### src/hdl/tapa_pkg.sv
// ----------------------------------------------------------------------------
// tapa_pkg: shared definitions for the three-angle projection accumulator
// Sizes, field widths, function and selector codes, the clear-sequencer
// status type and the saturating add used by the read-modify-write stage.
// ----------------------------------------------------------------------------
package tapa_pkg;

  localparam int SPATIAL_SIZE  = 256;
  localparam int SPECTRAL_SIZE = 64;
  localparam int SLANT_BINS    = SPATIAL_SIZE + SPECTRAL_SIZE - 1;

  localparam int SUM_W      = 24;
  localparam int PIX_W      = 16;
  localparam int SPATIAL_W  = 8;
  localparam int SPECTRAL_W = 6;
  localparam int SEL_W      = 2;
  localparam int BIN_W      = 9;

  localparam int COL_AW   = $clog2(SPATIAL_SIZE);
  localparam int SLANT_AW = $clog2(SLANT_BINS);

  localparam logic [SUM_W-1:0] SUM_MAX = {SUM_W{1'b1}};

  typedef enum logic [0:0] {
    FUNC_ACCUM = 1'b0,
    FUNC_READ  = 1'b1
  } func_t;

  localparam logic [SEL_W-1:0] ORDER_COLUMN = 2'd0;
  localparam logic [SEL_W-1:0] ORDER_DIAG   = 2'd1;
  localparam logic [SEL_W-1:0] ORDER_ANTI   = 2'd2;

  localparam logic STATUS_OK      = 1'b0;
  localparam logic STATUS_BAD_BIN = 1'b1;

  // Status of the post-reset clearing sweep.
  typedef struct packed {
    logic                busy;
    logic [SLANT_AW-1:0] addr;
  } clr_t;

  // Adds a pixel to a bin and clamps the result at the largest sum.
  function automatic logic [SUM_W-1:0] sat_add(input logic [SUM_W-1:0] old_sum,
                                               input logic [PIX_W-1:0] pix);
    logic [SUM_W:0] sum;
    sum = {1'b0, old_sum} + (SUM_W + 1)'(pix);
    return sum[SUM_W] ? SUM_MAX : sum[SUM_W-1:0];
  endfunction

endpackage

### src/hdl/tapa_clear.sv
// ----------------------------------------------------------------------------
// tapa_clear: post-reset clearing sweep
// Walks every bin address once after reset so the sum stores start at zero.
// ----------------------------------------------------------------------------
module tapa_clear (
  input  logic           clk,
  input  logic           rst_n,
  output tapa_pkg::clr_t clr
);

  localparam logic [tapa_pkg::SLANT_AW-1:0] LAST_ADDR =
    tapa_pkg::SLANT_AW'(tapa_pkg::SLANT_BINS - 1);

  logic                          busy_r;
  logic [tapa_pkg::SLANT_AW-1:0] cnt_r;

  always_ff @(posedge clk) begin
    if (!rst_n) begin
      busy_r <= 1'b1;
      cnt_r  <= '0;
    end else if (busy_r) begin
      if (cnt_r == LAST_ADDR) begin
        busy_r <= 1'b0;
      end else begin
        cnt_r <= cnt_r + 1'b1;
      end
    end
  end

  assign clr.busy = busy_r;
  assign clr.addr = cnt_r;

  assert property (@(posedge clk) disable iff (!rst_n)
    busy_r |-> (32'(cnt_r) < tapa_pkg::SLANT_BINS))
    else $error("clear sweep address beyond the slant store");

  assert property (@(posedge clk) disable iff (!rst_n)
    !busy_r |=> !busy_r)
    else $error("clear sweep restarted without a reset");

  assert property (@(posedge clk) disable iff (!rst_n)
    (busy_r && cnt_r != LAST_ADDR) |=> (busy_r && cnt_r == $past(cnt_r) + 1'b1))
    else $error("clear sweep skipped an address");

endmodule

### config.mk
export PLATFORM = sky130hd
export DESIGN_NAME = tapa_clear
export DESIGN_NICKNAME = d
export VERILOG_FILES = /design/src/hdl/tapa_pkg.sv /design/src/hdl/tapa_clear.sv
export SDC_FILE = /design/constraint.sdc
export NUM_CORES = 1
export LEC_CHECK = 0
export ABC_AREA = 1
export BUFFER_PORTS_ARGS = -buffer_cell sky130_fd_sc_hd__buf_4
export CAP_MARGIN = 20
export CELL_PAD_IN_SITES_DETAIL_PLACEMENT = 1
export CELL_PAD_IN_SITES_GLOBAL_PLACEMENT = 1
export CORE_UTILIZATION = 35
export DETAILED_ROUTE_END_ITERATION = 12
export PLACE_DENSITY = 0.83
export SLEW_MARGIN = 0
export SYNTH_ARGS = -nofsm -noshare
export SYNTH_HDL_FRONTEND = slang
export SYNTH_SLANG_ARGS = --single-unit
### constraint.sdc
create_clock -name clk -period 1.7 [get_ports clk]
set_clock_uncertainty 0.05 [all_clocks]
set_input_delay 0 -clock clk [delete_from_list [all_inputs] [get_ports clk]]
set_output_delay 0 -clock clk [all_outputs]
set_load 0.05 [all_outputs]
==> results summary <==
The run finished with clean final reports. Gates resized during post-CTS repair numbered 0. The number of remaining DRC errors came out at 0. Clock-pin slew was measured on the worst setup and hold paths at 60 ps. The actual transition at the worst max-transition pin came out at ~230 ps. The antenna cell count came out at 0.

nand2_1 is the most common cell in the netlist. The floorplan core area is 1380 um2. The worst setup path is captured at a flop. The port buffer count is 11.

The initial antenna violation count is 0. Of the post-synthesis cell area, the dominant cell type holds 0.367. The flip-flop and latch count after synthesis is 10. STA classifies the critical path startpoint as a flop.

The data required time at the worst endpoint is 1800 ps. The count of buffers added by post-CTS timing repair for setup came out at 0. The data arrival time of the worst path came out at 1410 ps.

The first-pass iteration count of the detailed router came out at 3. The final antenna-violating net count came out at 0. The cell count after synthesis is 80. The maximum ir drop on the vdd rail is between 0.0004 and 0.0005 V. The routed layout has 519 vias. After routing, the total negative slack on setup checks comes to 0 ps. After synthesis the cells add up to 546 um2. Counting cells, the worst reg-to-reg path comes to 6. Compared with the post-synthesis result, the final layout area differs by 20.4%.

The slowest stage of the critical path is the dfxtp_1 cell. In this run, the number of DRC markers left after iteration 0 of detailed routing was 2. Counting instances in the post-synthesis netlist gives the leading cell types as nand2_1, nor2_1, dfxtp_1, nand3_1, a21oi_1. The Yosys step of the flow raised 0 warnings. The total detailed-routing wirelength came out at 1260 um. The sum of internal, switching and leakage power came out at ~0.47 mW.

The total of endpoints with negative setup slack in the final report came out at 0. The HPWL after detailed placement is between 900 and 1000 um. The tree is rooted in a clkbuf_4.

The final count of hold timing violations is 0. In this run the power density over the cells is 713 nW/um2. The average routed wire per standard cell is 11.6 um. Counting I/O delays and the setup requirement, the final critical path takes 1310 ps. The delay of the slowest cell on the worst path came out at ~400 ps.

Synthesis instantiated 16 different standard cells from the library. Walking the worst path, the cells encountered are ha_1 > nand2_1 > nor2_2 > nand2_4 > a21oi_1 > nor2_1. The fraction of the yosys area taken by sequential cells came out at 0.367. TritonCTS created 3 clock buffers. TritonCTS built the clock tree. The number of levels in the clock H-tree is 1. Yosys mapped a number of flops with a built-in enable equal to 0. CTS saw 10 sinks. The cell depth of the worst min-delay path came out at 3. The reg-to-reg setup timing slack came out at roughly 390 ps. No sink is reached through more buffers than the 2 on the longest clock path. The leakage component of the power is roughly 0.33 nW. The vertical die dimension came out at 41.5 um.

The largest total area in the synthesized netlist belongs to dfxtp_1. After detailed routing, the number of vias per cell comes to about 4.8. The first global-routing pass estimated slightly above 2000 um of wire. After clock tree synthesis, the flow added hold-fix buffers numbering 1. The initial cell density of the core is 0.395. Headroom to the max-slew limit came out at 0.845.

The width of the chip is 41.5 um. The sum of overflow across all layers after global routing came out at 0. The clock network latency to the later pin of the worst-skew pair came out at ~260 ps.

The post-route clock period utilization came out at 0.768. After synthesis, the share of flip-flops with an asynchronous set or reset is 0. In the post-route analysis, the smallest setup slack over all paths is around 390 ps. The mean instance size in the synthesized netlist came out at 6.82 um2. In the global route stage, overall resource usage came out at 0.155. Setup repair after global routing left no endpoint under its margin. The type of the setup path with the least slack is flop to flop. The predominant post-synthesis flop cell is dfxtp_1. The number of I/O pins is 12. The initialized floorplan defines 13 standard-cell rows. In the final layout, the share of cells above drive strength 1 is 0.226. Before CTS, the worst setup slack after placement is 388 ps. The via count of the first global-routing pass is 467. In the post-synthesis netlist, the biggest area contributors are dfxtp_1, nand2_1, nor2_1, nand3_1, a21oi_1. The worst hold-check slack came out at 497 ps. The last weighted congestion value of the routability-driven placer came out at about 0.8. The maximum net fanout on the critical path came out at 14. The final max-slew violation count is 0. The total number of nets in the final design came out at between 90 and 100. The post-synthesis net count is 84. Timing would allow up to 0.765 GHz. The fraction of the core area covered by cells at the end of the flow is 0.475. The worst hold path belongs to the class input pin to flop. Across the run, the number of max-cap violations was 0. The die outline area is 1720 um2. The maximum number of pins on one net before global-route repair is 15.
==> critical path: cells and delay by family, from the launching register on <==
family	cells	cell delay (ps)
flip-flops	1	400
AO/OA/AOI/OAI	1	170
adder cells (fa/ha/maj)	1	170
AND/OR/NAND/NOR	4	410
==> power by group <==
part | switching (mW) | leakage, nW | internal, mW
combinational | 0.0387 | 0.234 | 0.0196
clock | 0.0798 | 0.0138 | 0.0816
sequential | 0.00826 | 0.0812 | 0.240
==> metal layers <==
metal	wire length, um	share of wire	global-route usage
met1	652	0.52	0.206
met2	560	0.45	0.231
met3	28	0.022	0.0261
met4	14	0.011	0.0968
met5	0	0	0
==> final timing paths <==
path | startpoint | end
setup reg to reg | cnt_r[1] | cnt_r[0]
hold reg to reg | cnt_r[4] | cnt_r[4]
setup / recovery | cnt_r[1] | cnt_r[0]
hold / removal | rst_n | busy_r
==> cell usage in the layout (no fill, tap or decap) <==
| master | n |
|---|---|
| nor3_1 | 2 |
| inv_2 | 2 |
| nor2_4 | 1 |
| nand2_1 | 23 |
| nand3b_1 | 1 |
| nor2_1 | 11 |
| dlygate4sd3_1 | 1 |
| nand3_1 | 8 |
| o21ai_1 | 1 |
| ha_1 | 2 |
| clkbuf_4 | 3 |
| dfxtp_1 | 10 |
| a21oi_1 | 7 |
| nor2_2 | 2 |
| buf_4 | 12 |
| inv_1 | 6 |
| nand2_4 | 1 |
==> per-stage QoR <==
stage / instance area [um2] / instances
4_1_cts: 657 / 108
2_1_floorplan: 546 / 80
5_1_grt: 657 / 108
3_3_place_gp: 624 / 104
3_5_place_dp: 624 / 104
6_report: 657 / 108
==> logic make-up (layout without fill, tap and decap cells) <==
kind of cell               Yosys count  count (layout)  share of synthesized area
DFF                                 10              10                      0.367
buffers and inverters               11              24                      0.110
adders and majority gates            2               2                     0.0459
AOI/OAI and AO/OA                    8               8                     0.0734
and+or+nand+nor                     49              49                      0.404
==> final cells by class <==
cell class	count	area, um2
Timing Repair Buffer	13	100
Sequential cell	10	200
Inverter	8	30.0
Fill cell	183	726
Multi-Input combinational cell	59	285
Tap cell	15	18.8
Clock buffer	3	22.5
==> sequential cells by signal (all words and copies together), names as in the netlist <==
signal,flops
busy_r,1
cnt_r,9
Power figures use the tool's default switching activity.
